## config.mk

```make
export PLATFORM = sky130hd
export DESIGN_NAME = config_text_tokenizer_flat
export DESIGN_NICKNAME = d
export VERILOG_FILES = /design/src/hw/rtl/cfg_tok_pkg.sv /design/src/hw/rtl/cfg_tok_if.sv /design/src/hw/rtl/cfg_tok_store.sv /design/src/hw/rtl/cfg_tok_ctrl.sv /design/src/hw/rtl/config_text_tokenizer.sv /design/src/flat_wrapper.sv
export VERILOG_INCLUDE_DIRS = /design/src /design/src/hw/rtl
export SDC_FILE = /design/constraint.sdc
export NUM_CORES = 1
export LEC_CHECK = 0
export BUFFER_PORTS_ARGS = -buffer_cell sky130_fd_sc_hd__buf_2
export CORE_ASPECT_RATIO = 1.75
export CORE_MARGIN = 3
export CORE_UTILIZATION = 45
export DETAILED_ROUTE_END_ITERATION = 7
export GPL_TIMING_DRIVEN = 1
export PLACE_DENSITY = 0.6
export SYNTH_ARGS = -nofsm -noshare
export SYNTH_HDL_FRONTEND = slang
export SYNTH_SLANG_ARGS = --single-unit
```

## constraint.sdc

```tcl
create_clock -name clk -period 5.22 [get_ports clk]
set_input_delay 0.522 -clock clk [delete_from_list [all_inputs] [get_ports clk]]
set_output_delay 0.522 -clock clk [all_outputs]
set_load 0.03 [all_outputs]
```

## src/hw/rtl/config_text_tokenizer_macros.svh

```systemverilog
// Assertion helpers; the using module must provide clk and rst_n.
`ifndef CONFIG_TEXT_TOKENIZER_MACROS_SVH
`define CONFIG_TEXT_TOKENIZER_MACROS_SVH

// Same-cycle implication, disabled during reset.
`define CT_ASSERT_IMPL(lbl, ante, cons) \
  lbl: assert property (@(posedge clk) disable iff (!rst_n) (ante) |-> (cons)) \
    else $error("tokenizer assertion failed");

// Next-cycle implication, disabled during reset.
`define CT_ASSERT_NEXT(lbl, ante, cons) \
  lbl: assert property (@(posedge clk) disable iff (!rst_n) (ante) |=> (cons)) \
    else $error("tokenizer assertion failed");

`endif

```

## src/hw/rtl/cfg_tok_pkg.sv

```systemverilog
package cfg_tok_pkg;

  localparam int TOKEN_DEPTH_DEF = 64;
  localparam int BYTE_W          = 8;
  localparam int LIMIT_W         = 7;

  localparam logic [LIMIT_W-1:0] LIMIT_RESET = 7'd64;

  localparam logic [BYTE_W-1:0] CH_NUL   = 8'h00;
  localparam logic [BYTE_W-1:0] CH_TAB   = 8'h09;
  localparam logic [BYTE_W-1:0] CH_LF    = 8'h0A;
  localparam logic [BYTE_W-1:0] CH_VT    = 8'h0B;
  localparam logic [BYTE_W-1:0] CH_FF    = 8'h0C;
  localparam logic [BYTE_W-1:0] CH_CR    = 8'h0D;
  localparam logic [BYTE_W-1:0] CH_SPACE = 8'h20;
  localparam logic [BYTE_W-1:0] CH_DQUOTE = 8'h22;
  localparam logic [BYTE_W-1:0] CH_HASH  = 8'h23;
  localparam logic [BYTE_W-1:0] CH_SQUOTE = 8'h27;
  localparam logic [BYTE_W-1:0] CH_LPAREN = 8'h28;
  localparam logic [BYTE_W-1:0] CH_RPAREN = 8'h29;
  localparam logic [BYTE_W-1:0] CH_COMMA = 8'h2C;
  localparam logic [BYTE_W-1:0] CH_COLON = 8'h3A;
  localparam logic [BYTE_W-1:0] CH_SEMI  = 8'h3B;
  localparam logic [BYTE_W-1:0] CH_LBRACK = 8'h5B;
  localparam logic [BYTE_W-1:0] CH_RBRACK = 8'h5D;
  localparam logic [BYTE_W-1:0] CH_LBRACE = 8'h7B;
  localparam logic [BYTE_W-1:0] CH_RBRACE = 8'h7D;

  // Strobes from the sequencer to the token store.
  typedef struct packed {
    logic we;
    logic re;
  } store_ctl_t;

  function automatic logic is_white(input logic [BYTE_W-1:0] b);
    return (b == CH_SPACE) || (b == CH_TAB) || (b == CH_LF) || (b == CH_VT) ||
           (b == CH_FF) || (b == CH_CR);
  endfunction

  function automatic logic is_punct(input logic [BYTE_W-1:0] b);
    return (b == CH_LPAREN) || (b == CH_RPAREN) || (b == CH_LBRACE) ||
           (b == CH_RBRACE) || (b == CH_LBRACK) || (b == CH_RBRACK) ||
           (b == CH_COMMA) || (b == CH_SEMI) || (b == CH_COLON);
  endfunction

endpackage

```

## src/hw/rtl/cfg_tok_if.sv

```systemverilog
interface cfg_tok_in_if import cfg_tok_pkg::*; ();
  logic              valid;
  logic              ready;
  logic [BYTE_W-1:0] in_byte;

  modport source (output valid, output in_byte, input ready);
  modport sink   (input valid, input in_byte, output ready);
endinterface

interface cfg_tok_out_if import cfg_tok_pkg::*; ();
  logic              valid;
  logic              ready;
  logic [BYTE_W-1:0] tok_byte;
  logic              tok_last;

  modport source (output valid, output tok_byte, output tok_last, input ready);
  modport sink   (input valid, input tok_byte, input tok_last, output ready);
endinterface

```

## src/hw/rtl/cfg_tok_store.sv

```systemverilog
module cfg_tok_store import cfg_tok_pkg::*; #(
  parameter int TOKEN_DEPTH = TOKEN_DEPTH_DEF,
  localparam int ADDR_W = $clog2(TOKEN_DEPTH)
) (
  input  logic              clk,
  input  store_ctl_t        ctl,
  input  logic [ADDR_W-1:0] waddr,
  input  logic [BYTE_W-1:0] wdata,
  input  logic [ADDR_W-1:0] raddr,
  output logic [BYTE_W-1:0] rdata_r
);

  logic [BYTE_W-1:0] mem [TOKEN_DEPTH];

  // Read data holds until the next read strobe.
  always_ff @(posedge clk) begin
    if (ctl.we) begin
      mem[waddr] <= wdata;
    end
    if (ctl.re) begin
      rdata_r <= mem[raddr];
    end
  end

endmodule

```

## src/hw/rtl/cfg_tok_ctrl.sv

```systemverilog
`include "config_text_tokenizer_macros.svh"

module cfg_tok_ctrl import cfg_tok_pkg::*; #(
  parameter int TOKEN_DEPTH = TOKEN_DEPTH_DEF,
  localparam int ADDR_W = $clog2(TOKEN_DEPTH),
  localparam int LEN_W  = $clog2(TOKEN_DEPTH + 1)
) (
  input  logic               clk,
  input  logic               rst_n,
  input  logic               cfg_we,
  input  logic [LIMIT_W-1:0] cfg_wdata,
  cfg_tok_in_if.sink         in_ch,
  cfg_tok_out_if.source      out_ch,
  output store_ctl_t         st_ctl,
  output logic [ADDR_W-1:0]  st_waddr,
  output logic [BYTE_W-1:0]  st_wdata,
  output logic [ADDR_W-1:0]  st_raddr,
  input  logic [BYTE_W-1:0]  st_rdata
);

  localparam logic [1:0] MODE_NORMAL  = 2'd0;
  localparam logic [1:0] MODE_QUOTE   = 2'd1;
  localparam logic [1:0] MODE_DISCARD = 2'd2;

  localparam logic [LIMIT_W-1:0] DEPTH_L = LIMIT_W'(TOKEN_DEPTH);

  logic [LIMIT_W-1:0] limit_r;
  logic [1:0]         mode_r, mode_nxt;
  logic [LEN_W-1:0]   len_r, len_nxt;
  logic               allsp_r, allsp_nxt;
  logic [LEN_W-1:0]   rem_r, rem_nxt;
  logic [ADDR_W-1:0]  rd_idx_r, rd_idx_nxt;
  logic               rd_pend_r, rd_pend_nxt;
  logic               rd_last_r;
  logic               punct_pend_r, punct_pend_nxt;
  logic [BYTE_W-1:0]  punct_byte_r;
  logic               out_valid_r, out_valid_nxt;
  logic [BYTE_W-1:0]  out_byte_r;
  logic               out_last_r;

  logic [BYTE_W-1:0]  b;
  logic [LIMIT_W-1:0] lim, len_ext;
  logic               in_fire, flush_req, flush_go, punct_req, append_ok;
  logic               out_free, out_load, punct_load, rd_issue;
  logic               st_we;

  assign b       = in_ch.in_byte;
  assign lim     = (limit_r < DEPTH_L) ? limit_r : DEPTH_L;
  assign len_ext = LIMIT_W'(len_r);

  assign in_ch.ready = (rem_r == '0) && !rd_pend_r && !punct_pend_r;
  assign in_fire     = in_ch.valid && in_ch.ready;

  assign append_ok = (({1'b0, len_ext} + 8'd1) < {1'b0, lim}) && (len_ext < DEPTH_L);

  // Scanner: one byte decides mode, token length and store write.
  always_comb begin
    mode_nxt   = mode_r;
    len_nxt    = len_r;
    allsp_nxt  = allsp_r;
    flush_req  = 1'b0;
    punct_req  = 1'b0;
    st_we      = 1'b0;
    if (in_fire) begin
      case (mode_r)
        MODE_NORMAL: begin
          if (b == CH_LF) begin
            flush_req = 1'b1;
          end else if (b == CH_NUL || b == CH_HASH) begin
            flush_req = 1'b1;
            mode_nxt  = MODE_DISCARD;
          end else if (b == CH_DQUOTE || b == CH_SQUOTE) begin
            flush_req = 1'b1;
            mode_nxt  = MODE_QUOTE;
          end else if (is_punct(b) || b == CH_SPACE || b == CH_TAB || b == CH_CR) begin
            flush_req = 1'b1;
            if (lim <= LIMIT_W'(1)) begin
              mode_nxt = MODE_DISCARD;
            end else begin
              punct_req = is_punct(b);
            end
          end else if (append_ok) begin
            st_we     = 1'b1;
            len_nxt   = len_r + LEN_W'(1);
            if (!is_white(b)) allsp_nxt = 1'b0;
          end else begin
            len_nxt   = '0;
            allsp_nxt = 1'b1;
            mode_nxt  = MODE_DISCARD;
          end
        end
        MODE_QUOTE: begin
          if (b == CH_LF) begin
            len_nxt   = '0;
            allsp_nxt = 1'b1;
            mode_nxt  = MODE_NORMAL;
          end else if (b == CH_NUL || b == CH_HASH) begin
            len_nxt   = '0;
            allsp_nxt = 1'b1;
            mode_nxt  = MODE_DISCARD;
          end else if (b == CH_DQUOTE || b == CH_SQUOTE) begin
            if (len_ext >= lim) begin
              len_nxt   = '0;
              allsp_nxt = 1'b1;
              mode_nxt  = MODE_DISCARD;
            end else begin
              flush_req = 1'b1;
              mode_nxt  = MODE_NORMAL;
            end
          end else if (append_ok) begin
            st_we     = 1'b1;
            len_nxt   = len_r + LEN_W'(1);
            if (!is_white(b)) allsp_nxt = 1'b0;
          end else begin
            len_nxt   = '0;
            allsp_nxt = 1'b1;
            mode_nxt  = MODE_DISCARD;
          end
        end
        default: begin
          if (b == CH_LF) begin
            len_nxt   = '0;
            allsp_nxt = 1'b1;
            mode_nxt  = MODE_NORMAL;
          end
        end
      endcase
      if (flush_req) begin
        len_nxt   = '0;
        allsp_nxt = 1'b1;
      end
    end
  end

  assign flush_go = flush_req && (len_r != '0) && !allsp_r;
  assign st_waddr = len_r[ADDR_W-1:0];
  assign st_wdata = b;

  // Replay: read data waits in the store output until the output register frees.
  assign out_free   = !out_valid_r || out_ch.ready;
  assign out_load   = rd_pend_r && out_free;
  assign punct_load = !rd_pend_r && (rem_r == '0) && punct_pend_r && out_free;
  assign rd_issue   = (rem_r != '0) && (!rd_pend_r || out_load);
  assign st_ctl     = '{we: st_we, re: rd_issue};
  assign st_raddr   = rd_idx_r;

  always_comb begin
    rem_nxt        = rem_r;
    rd_idx_nxt     = rd_idx_r;
    rd_pend_nxt    = rd_pend_r;
    punct_pend_nxt = punct_pend_r;
    out_valid_nxt  = out_valid_r;
    if (flush_go) begin
      rem_nxt    = len_r;
      rd_idx_nxt = '0;
    end else if (rd_issue) begin
      rem_nxt    = rem_r - LEN_W'(1);
      rd_idx_nxt = rd_idx_r + ADDR_W'(1);
    end
    if (rd_issue) begin
      rd_pend_nxt = 1'b1;
    end else if (out_load) begin
      rd_pend_nxt = 1'b0;
    end
    if (punct_req) begin
      punct_pend_nxt = 1'b1;
    end else if (punct_load) begin
      punct_pend_nxt = 1'b0;
    end
    if (out_load || punct_load) begin
      out_valid_nxt = 1'b1;
    end else if (out_ch.ready) begin
      out_valid_nxt = 1'b0;
    end
  end

  always_ff @(posedge clk) begin
    if (!rst_n) begin
      limit_r      <= LIMIT_RESET;
      mode_r       <= MODE_NORMAL;
      len_r        <= '0;
      allsp_r      <= 1'b1;
      rem_r        <= '0;
      rd_idx_r     <= '0;
      rd_pend_r    <= 1'b0;
      punct_pend_r <= 1'b0;
      out_valid_r  <= 1'b0;
    end else begin
      if (cfg_we) limit_r <= cfg_wdata;
      mode_r       <= mode_nxt;
      len_r        <= len_nxt;
      allsp_r      <= allsp_nxt;
      rem_r        <= rem_nxt;
      rd_idx_r     <= rd_idx_nxt;
      rd_pend_r    <= rd_pend_nxt;
      punct_pend_r <= punct_pend_nxt;
      out_valid_r  <= out_valid_nxt;
    end
  end

  always_ff @(posedge clk) begin
    if (rd_issue) rd_last_r <= (rem_r == LEN_W'(1));
    if (punct_req) punct_byte_r <= b;
    if (out_load) begin
      out_byte_r <= st_rdata;
      out_last_r <= rd_last_r;
    end else if (punct_load) begin
      out_byte_r <= punct_byte_r;
      out_last_r <= 1'b1;
    end
  end

  assign out_ch.valid    = out_valid_r;
  assign out_ch.tok_byte = out_byte_r;
  assign out_ch.tok_last = out_last_r;

  `CT_ASSERT_NEXT(a_flush_clears_len, flush_go, (len_r == '0) && (rem_r != '0))
  `CT_ASSERT_IMPL(a_last_ends_replay, out_load && rd_last_r, rem_r == '0)
  `CT_ASSERT_IMPL(a_len_in_store, 1'b1, len_ext < DEPTH_L)
  `CT_ASSERT_IMPL(a_no_write_in_replay, st_ctl.we, !rd_issue && !rd_pend_r)

endmodule

```

## src/hw/rtl/config_text_tokenizer.sv

```systemverilog
// Config text tokenizer. Raw text bytes come in on in_ch, one byte per transaction;
// tokens leave on out_ch one byte per transaction with tok_last set on the final byte
// of each token. Bytes of a plain or quoted token are written into a single-port-write,
// registered-read token store as they arrive; a byte that ends a token then blocks the
// input while the token is replayed from the store through its read port, one byte per
// cycle when out_ch is ready, so the input stays blocked until the token's last byte and
// any punctuation token that follows it are loaded into the output register (a lone
// punctuation byte blocks it too). Separators outside quotes, quote characters and
// comments never reach the output. The one configuration register, token_limit
// (cfg_wdata, 7 bits, reset 64), is to be written with cfg_we only while the block is
// idle; the block itself does not enforce this. Tokens of min(token_limit, TOKEN_DEPTH)
// bytes or more are dropped together with the rest of their line. The store needs no
// clearing after reset: only entries already written for the current token are read back.
module config_text_tokenizer import cfg_tok_pkg::*; #(
  parameter int TOKEN_DEPTH = TOKEN_DEPTH_DEF
) (
  input  logic               clk,
  input  logic               rst_n,
  input  logic               cfg_we,
  input  logic [LIMIT_W-1:0] cfg_wdata,
  cfg_tok_in_if.sink         in_ch,
  cfg_tok_out_if.source      out_ch
);

  localparam int ADDR_W = $clog2(TOKEN_DEPTH);

  // Store strobes and addresses between sequencer and token store.
  store_ctl_t        st_ctl;
  logic [ADDR_W-1:0] st_waddr;
  logic [ADDR_W-1:0] st_raddr;
  logic [BYTE_W-1:0] st_wdata;
  logic [BYTE_W-1:0] st_rdata;

  // Scanner and replay sequencer: mode, token length and the output register.
  cfg_tok_ctrl #(
    .TOKEN_DEPTH (TOKEN_DEPTH)
  ) u_ctrl (
    .clk       (clk),
    .rst_n     (rst_n),
    .cfg_we    (cfg_we),
    .cfg_wdata (cfg_wdata),
    .in_ch     (in_ch),
    .out_ch    (out_ch),
    .st_ctl    (st_ctl),
    .st_waddr  (st_waddr),
    .st_wdata  (st_wdata),
    .st_raddr  (st_raddr),
    .st_rdata  (st_rdata)
  );

  // Token bytes; read data is valid in the cycle after the read strobe.
  cfg_tok_store #(
    .TOKEN_DEPTH (TOKEN_DEPTH)
  ) u_store (
    .clk     (clk),
    .ctl     (st_ctl),
    .waddr   (st_waddr),
    .wdata   (st_wdata),
    .raddr   (st_raddr),
    .rdata_r (st_rdata)
  );

endmodule

```

## src/flat_wrapper.sv

```systemverilog
// flat-port wrapper written by rule: the top's interface ports become plain ports
module config_text_tokenizer_flat import cfg_tok_pkg::*;
#(
  parameter int TOKEN_DEPTH = TOKEN_DEPTH_DEF
)
  (clk, rst_n, cfg_we, cfg_wdata, in_ch_valid, in_ch_in_byte, in_ch_ready, out_ch_valid, out_ch_tok_byte, out_ch_tok_last, out_ch_ready);
  cfg_tok_in_if in_ch_i ();
  cfg_tok_out_if out_ch_i ();
  input  logic clk;
  input  logic rst_n;
  input  logic cfg_we;
  input  logic [LIMIT_W-1:0] cfg_wdata;
  input wire logic [$bits(in_ch_i.valid)-1:0] in_ch_valid;
  input wire logic [$bits(in_ch_i.in_byte)-1:0] in_ch_in_byte;
  output wire logic [$bits(in_ch_i.ready)-1:0] in_ch_ready;
  output wire logic [$bits(out_ch_i.valid)-1:0] out_ch_valid;
  output wire logic [$bits(out_ch_i.tok_byte)-1:0] out_ch_tok_byte;
  output wire logic [$bits(out_ch_i.tok_last)-1:0] out_ch_tok_last;
  input wire logic [$bits(out_ch_i.ready)-1:0] out_ch_ready;
  assign in_ch_i.valid = in_ch_valid;
  assign in_ch_i.in_byte = in_ch_in_byte;
  assign in_ch_ready = in_ch_i.ready;
  assign out_ch_valid = out_ch_i.valid;
  assign out_ch_tok_byte = out_ch_i.tok_byte;
  assign out_ch_tok_last = out_ch_i.tok_last;
  assign out_ch_i.ready = out_ch_ready;
  config_text_tokenizer #(.TOKEN_DEPTH(TOKEN_DEPTH)) u_core (.clk(clk), .rst_n(rst_n), .cfg_we(cfg_we), .cfg_wdata(cfg_wdata), .in_ch(in_ch_i), .out_ch(out_ch_i));
endmodule
```

-- Word-level counts from Yosys, hierarchy flattened
Memories as Yosys holds them, arrays and structs flattened. A register that Yosys moved wholly into a read port is not among the register bits.
Index checks and enable logic that the tools add are counted.
- eq/ne operators: 27
- reduce and logical (&&, ||, !) cells: 50
- mux-type cells: 80
- order comparisons: 5
- bitwise gates (word level): 1
- add/sub/neg operators: 4
- operator list (cell ; count):
    2-to-1 mux 7 bit ; 14
    == test 8 x 6 -> 1 bit, second input constant ; 9
    2-to-1 mux 1 bit ; 48
    == test 8 x 4 -> 1 bit, second input constant ; 5
    == test 8 x 7 -> 1 bit, second input constant ; 4
    2-to-1 mux 2 bit ; 11
    logical OR 1 bit ; 21
    2-to-1 mux 8 bit ; 2
    less-than comparator 7 bit, second input constant ; 2
    one-hot mux 7 bit (2 select lines) ; 1
    nonzero test 7 bit ; 2
    inequality test 3 bit, second input constant ; 4
    logical AND 1 bit ; 10
    nonzero test 2 bit ; 5
    adder 7 x 1 -> 8 bit, second input constant ; 1
    logical NOT 8 bit ; 1
    less-than comparator 8 x 7 -> 1 bit ; 1
    adder 7 x 1 -> 7 bit, second input constant ; 1
    == test 7 x 1 -> 1 bit, second input constant ; 1
    greater-or-equal comparator 7 bit ; 1
    <= comparator 7 x 1 -> 1 bit, second input constant ; 1
    logical NOT 7 bit ; 1
    AND reduction 7 bit ; 1
    subtractor 7 x 1 -> 7 bit, second input constant ; 1
    other kinds (14) ; 19
- memory bits (writable): 512
- memories kept: 1
- output and inout bits: 11
- flip-flop bits (word level): 51
- logic and storage cells: 181
- input port bits: 20
- memory list (memory ; words ; bits a word ; rd ports ; clocked after Yosys merged registers in ; write ports ; RTL line ; source):
    u_core.u_store.mem ; 64 ; 8 ; 1 ; 1 ; 1 ; cfg_tok_store.sv:13 ; logic [BYTE_W-1:0] mem [TOKEN_DEPTH];

-- Logic depth before layout (Yosys ltp)
- word-level depth: 22
- gate-level depth with buffers: 12
- depth with buffers taken out: 11

-- Cells and area by module
A second synthesis with hierarchy kept.
- cell total of the unflattened synthesis: 1320
- area total of the unflattened synthesis: 23585.1 µm²
- modules (own cells, without submodules) (module ; times used ; sequential area each (µm²) ; area an instance (µm²) ; cells an instance):
    cfg_tok_store ; 1 ; 15615.0 ; 20270.7 ; 972
    cfg_tok_ctrl ; 1 ; 1201.2 ; 3314.4 ; 348

-- Worst setup path after synthesis
OpenSTA, ideal clock, no wires.
- path kind: reg-to-reg
- start point: register u_core.u_ctrl.len_r[0] (netlist: u_core.u_ctrl.len_ext[0])
- end point: memory u_core.u_store.mem[63][0], enable pin
- cell stages (with the launch flop): 13
- arrival: 3.714 ns
- period minus slack after synthesis: 4.085 ns
- setup time: 0.370 ns
- slack: 1.135 ns
- required time: 4.850 ns
- buffers on the path: 1
- cells stage by stage: dfxtp_1 > ha_1 > nand3_1 > and2_1 > or2_2 > ha_1 > o21a_1 > o21ai_0 > a22oi_1 > a2111oi_4 > nand2b_2 > buf_4 > nor2_1
- cells in the longest elaborated chain, start to end: 12
- elaborated cells between the ends (all ways): 16
- those cells by class: 1 x add/sub; 2 x order compare; 12 x mux; 1 x reduce/logical
- RTL lines (element ; RTL line ; source):
    from (decl) ; cfg_tok_ctrl.sv:29 ; logic [LEN_W-1:0] len_r, len_nxt;
    from (signal assigned) ; cfg_tok_ctrl.sv:191 ; len_r <= len_nxt;
    adder 7 x 1 -> 8 bit ; cfg_tok_ctrl.sv:54 ; assign append_ok = (({1'b0, len_ext} + 8'd1) < {1'b0, lim}) && (len_ext < DEPTH_L);
    less-than comparator 8 x 7 -> 1 bit ; cfg_tok_ctrl.sv:54 ;
    logical AND 1 bit ; cfg_tok_ctrl.sv:54 ;
    2-to-1 mux 1 bit ; cfg_tok_ctrl.sv:82, cfg_tok_ctrl.sv:110 ;
    2-to-1 mux 1 bit ; cfg_tok_ctrl.sv:75 ; end else if (is_punct(b) || b == CH_SPACE || b == CH_TAB || b == CH_CR) begin
    2-to-1 mux 1 bit ; cfg_tok_ctrl.sv:72 ; end else if (b == CH_DQUOTE || b == CH_SQUOTE) begin
    2-to-1 mux 1 bit ; cfg_tok_ctrl.sv:69 ; end else if (b == CH_NUL || b == CH_HASH) begin
    2-to-1 mux 1 bit ; cfg_tok_ctrl.sv:67 ; if (b == CH_LF) begin
    one-hot mux 1 bit (2 select lines) ; cfg_tok_ctrl.sv:65 ; case (mode_r)
    2-to-1 mux 1 bit ; cfg_tok_ctrl.sv:64 ; if (in_fire) begin
    2-to-1 mux 1 bit ; cfg_tok_store.sv:17 ; if (ctl.we) begin
    2-to-1 mux 1 bit (implied by the code) ; cfg_tok_store.sv:18 ; mem[waddr] <= wdata;
    to (decl) ; cfg_tok_store.sv:13 ;
Parallel ways exist; a longest one is shown, timed or not.

-- Worst setup path in the final report
- start point: register u_core.u_ctrl.len_r[1] (netlist: u_core.u_ctrl.len_ext[1])
- end point: memory u_core.u_store.mem[38][6], enable pin
The elaborated chain is that of the path after synthesis.

==> reports/qor.txt <==
Status -> completed
Largest family of logic cells by synthesized area -> multiplexers
CTS tree -> yes
Max-Cap Viols -> 0
WS Path Type -> flop to flop
Worst-path clk slew -> 70 ps
Global-route wire length before repair -> 80060 um
Crit path arrival time -> 4540 ps
Peak supply drop -> 0.2881 mV
# DRC -> 0
Sequential cell area -> 0.01683 mm^2
Comb pwr share -> 0.186
Total GRT Usage -> 0.2037
Core Util, Final -> 0.5146
Number of flops mapped to enable cells by yosys -> 538
Port-buffer cells -> 30
Pwr Density -> 438.5 mW/mm^2
Die Ht -> 305.5 um
Critical path's largest stage delay -> 660 ps
Starting Density -> 0.4560
Clock sinks -> 571
Largest net degree at the start of global routing -> 66
Reg power frac -> 0.469
Remaining Overflow, GRT -> 0
Post-Route WL -> 53820 um
Fmax -> 230.0 MHz
IO Pins -> 31
Multi-input gate area -> 0.005957 mm^2
Compound-gate portion of the synthesized area -> 0.03015
Hold Vio Cnt, Final -> 0
CP dominant cell by count -> ha_1
Synth cell types -> 67
Drt wl/cell -> 27.67 um
Post-synthesis xor/xnor area fraction -> 0.004935
Worst skew pair latency -> 570 ps
Pleak -> 8.130 nW
Relative slew slack -> 0.2222
Overall power -> 11.42 mW
Mux cell area share after synthesis -> 0.1631
Initial antenna violation count -> 3
Final Cycle Share -> 0.8327
Mapped Area -> 0.02307 mm^2
Critical Path End Type -> flop
CP Max Fanout -> 9
Slowest CP cell -> nor2_1
Most used flip-flop cell after synthesis -> edfxtp_1
Fillers -> 3967
Syn. warnings -> 0
Rows -> 109
Clock share of power -> 0.346
Final hold slack -> 178.8 ps
Class of the worst hold path -> input port to flop
TritonCTS buffer count -> 48
Seq/Total Area, Yosys -> 0.7289
Share of cells above drive strength 1 -> 0.2911
Pre-antenna DRT Iters -> 5
Nets -> 1278
Internal power -> 8.505 mW
Switch Pwr -> 2.913 mW
Final GP Congestion -> 0.8380
Max Slew Vio Count -> 0
Final setup vio count -> 0
H-tree levels -> 2
CTS root buffer -> clkbuf_16
Vias -> 11240
Tmin final -> 4347 ps
Cells after Synth -> 1161
Mapped Nets -> 1200
Die Width -> 177.2 um
Mean area per synthesized cell -> 19.87 um^2
Initial DRC count -> 810
Area growth from synthesis to final layout -> 12.86%
CP required -> 5410 ps
Clock skew -> 22.38 ps
Clk buf depth -> 3
ANT nets after route -> 0
Post-synthesis adder-cell area fraction -> 0.01030
Critical Path Start Type -> flop
Crit-path cells -> ha_1, nand3_1, and2_1, or2_2, ha_1, o21a_1, o21ai_0, a22oi_1, a2111oi_4, buf_4, nand4_4, nor2_1
RSZ-0062 raised after global routing -> no
Vias per Instance -> 5.779
Post_cts resized -> 0
Yosys reg bits -> 571
Vias in the first global route -> 11980
Slew @ Worst Pin -> 1162 ps
Setup TNS -> 0 ps
Post-CTS Setup Repair Bufs -> 0
Post-synthesis simple-gate area fraction -> 0.04951
DP Wirelength -> 35660 um
Hold_buf cts -> 0
Fraction of registers with async set/reset -> 0
Switch share -> 0.2551
Core Region -> 0.05060 mm^2
DIE AREA -> 0.05413 mm^2
worst max-delay path: cells and delay by family, from the launching register on:
kind            cells  cell delay [ps]
compound gates      4              950
simple gates        5             1590
buf+inv             1              300
flops               1              560
fa+ha+maj           2              570
cell usage after synthesis (all sizes together), types with 3 or more instances:
library cell  count  area share
o31ai             3     0.00098
a22oi            18      0.0059
and2              3     0.00081
edfxtp          538        0.70
and4              3      0.0011
clkbuf           33      0.0054
xnor2             6      0.0023
mux2              8      0.0039
mux4            160        0.16
o211ai            6      0.0022
a211oi            3     0.00098
a31o              3      0.0011
buf              28      0.0060
o21a              3     0.00098
or2               6      0.0016
o21ai            11      0.0024
mux2i             7      0.0030
nand3b            5      0.0016
xor2              7      0.0027
nor2b            11      0.0030
or3               5      0.0014
o22ai             3      0.0014
dfxtp            33       0.029
nor2             97       0.016
nor3              9      0.0020
a21oi            17      0.0037
nand2            42      0.0068
nand2b            4      0.0012
nand4             4      0.0017
a21o              5      0.0016
ha               19       0.010
or4               3     0.00098
a31oi             4      0.0011
o221ai            3      0.0011
nand3            16      0.0067
inv              11      0.0018
metal layers:
metal | GRT usage | part of all wire | vias to the layer above
met2 | 0.3712 | 0.56 | 318
met4 | 0.08833 | 0.045 | 0
met3 | 0.02051 | 0.043 | 96
met1 | 0.2437 | 0.35 | 5906
li1 | - | - | 4921
met5 | 0 | 0 | -
area by class of cell:
type	instances	share of cell area
flip-flops and latches	571	0.6462
multi-input cells	518	0.2288
clock buffers	55	0.04916
well taps	666	0.03200
repair buffers	89	0.02422
clock inverters	34	0.01797
inverters	11	0.001586
diodes	1	0.00009610
flip-flops by register name (all words and copies together), names as in the netlist:
| signal | count |
|---|---|
| u_core.u_ctrl.st_raddr | 6 |
| u_core.u_ctrl.rd_last_r | 1 |
| u_core.u_ctrl.len_ext | 7 |
| u_core.u_ctrl.mode_r | 2 |
| u_core.u_ctrl.punct_pend_r | 1 |
| u_core.u_store.mem | 512 |
| u_core.u_ctrl.out_ch.tok_byte | 8 |
| u_core.u_ctrl.allsp_r | 1 |
| u_core.u_ctrl.out_ch.tok_last | 1 |
| u_core.u_ctrl.limit_r | 7 |
| u_core.u_ctrl.rd_pend_r | 1 |
| u_core.u_ctrl.out_ch.valid | 1 |
| u_core.u_ctrl.punct_byte_r | 8 |
| u_core.u_store.rdata_r | 8 |
| u_core.u_ctrl.rem_r | 7 |
final timing paths:
check,slack [ps],start,end,cells after the start
worst max-delay path,870,u_core.u_ctrl.len_ext[1],u_core.u_store.mem[38][6],12
worst min-delay path,180,cfg_wdata[6],u_core.u_ctrl.limit_r[6],3
worst max register to register,870,u_core.u_ctrl.len_ext[1],u_core.u_store.mem[38][6],12
worst min register to register,520,u_core.u_ctrl.allsp_r,u_core.u_ctrl.allsp_r,2
metrics by stage:
stage	setup slack, ps	cells	area [um^2]
floorplan	1135	1161	23070
global placement	1042	1855	24290
detailed placement	944.4	1855	24290
CTS	914.0	1944	26040
global route	627.5	1945	26040
finish	873.1	1945	26040
kinds of logic (layout without fill, tap and decap cells):
| kind of cell | after synthesis | in the layout |
|---|---|---|
| AO/OA/AOI/OAI | 93 | 93 |
| other | 0 | 1 |
| multiplexers | 175 | 175 |
| adder cells (fa/ha/maj) | 19 | 19 |
| AND/OR/NAND/NOR | 218 | 218 |
| buffers and inverters | 72 | 189 |
| XOR/XNOR | 13 | 13 |
| flip-flops | 571 | 571 |
power by group through the flow:
| stage | clock network (mW) | registers, mW | logic (mW) |
|---|---|---|---|
| final | 3.94 | 5.35 | 2.12 |
| after global routing | 4.18 | 5.38 | 2.25 |
| after CTS | 4.02 | 5.36 | 2.17 |
| after detailed placement | 0 | 5.46 | 2.16 |
| after global placement | 0 | 5.46 | 2.15 |
| after floorplan | 0 | 5.34 | 1.53 |
layout by cell type (no fill, tap or decap), types with 4 or more instances in the layout:
| cell | count |
|---|---|
| a21oi_1 | 17 |
| clkinv_1 | 7 |
| or2_2 | 6 |
| dfxtp_1 | 29 |
| nor2_1 | 92 |
| mux2_2 | 8 |
| clkbuf_16 | 50 |
| o21ai_0 | 11 |
| buf_2 | 30 |
| xnor2_1 | 6 |
| a21o_1 | 5 |
| clkbuf_1 | 4 |
| a22oi_1 | 18 |
| or3_1 | 4 |
| mux4_2 | 160 |
| inv_1 | 10 |
| buf_4 | 56 |
| clkinv_2 | 10 |
| nor2b_1 | 11 |
| mux2i_1 | 7 |
| nor2_2 | 5 |
| o211ai_1 | 5 |
| edfxtp_1 | 538 |
| xor2_1 | 7 |
| nand2_1 | 42 |
| nor3_1 | 9 |
| nand3_4 | 6 |
| ha_1 | 19 |
| nand3_1 | 10 |
| nand3b_1 | 5 |
| bufinv_16 | 11 |
| a31oi_1 | 4 |
Power figures use the tool's default switching activity.
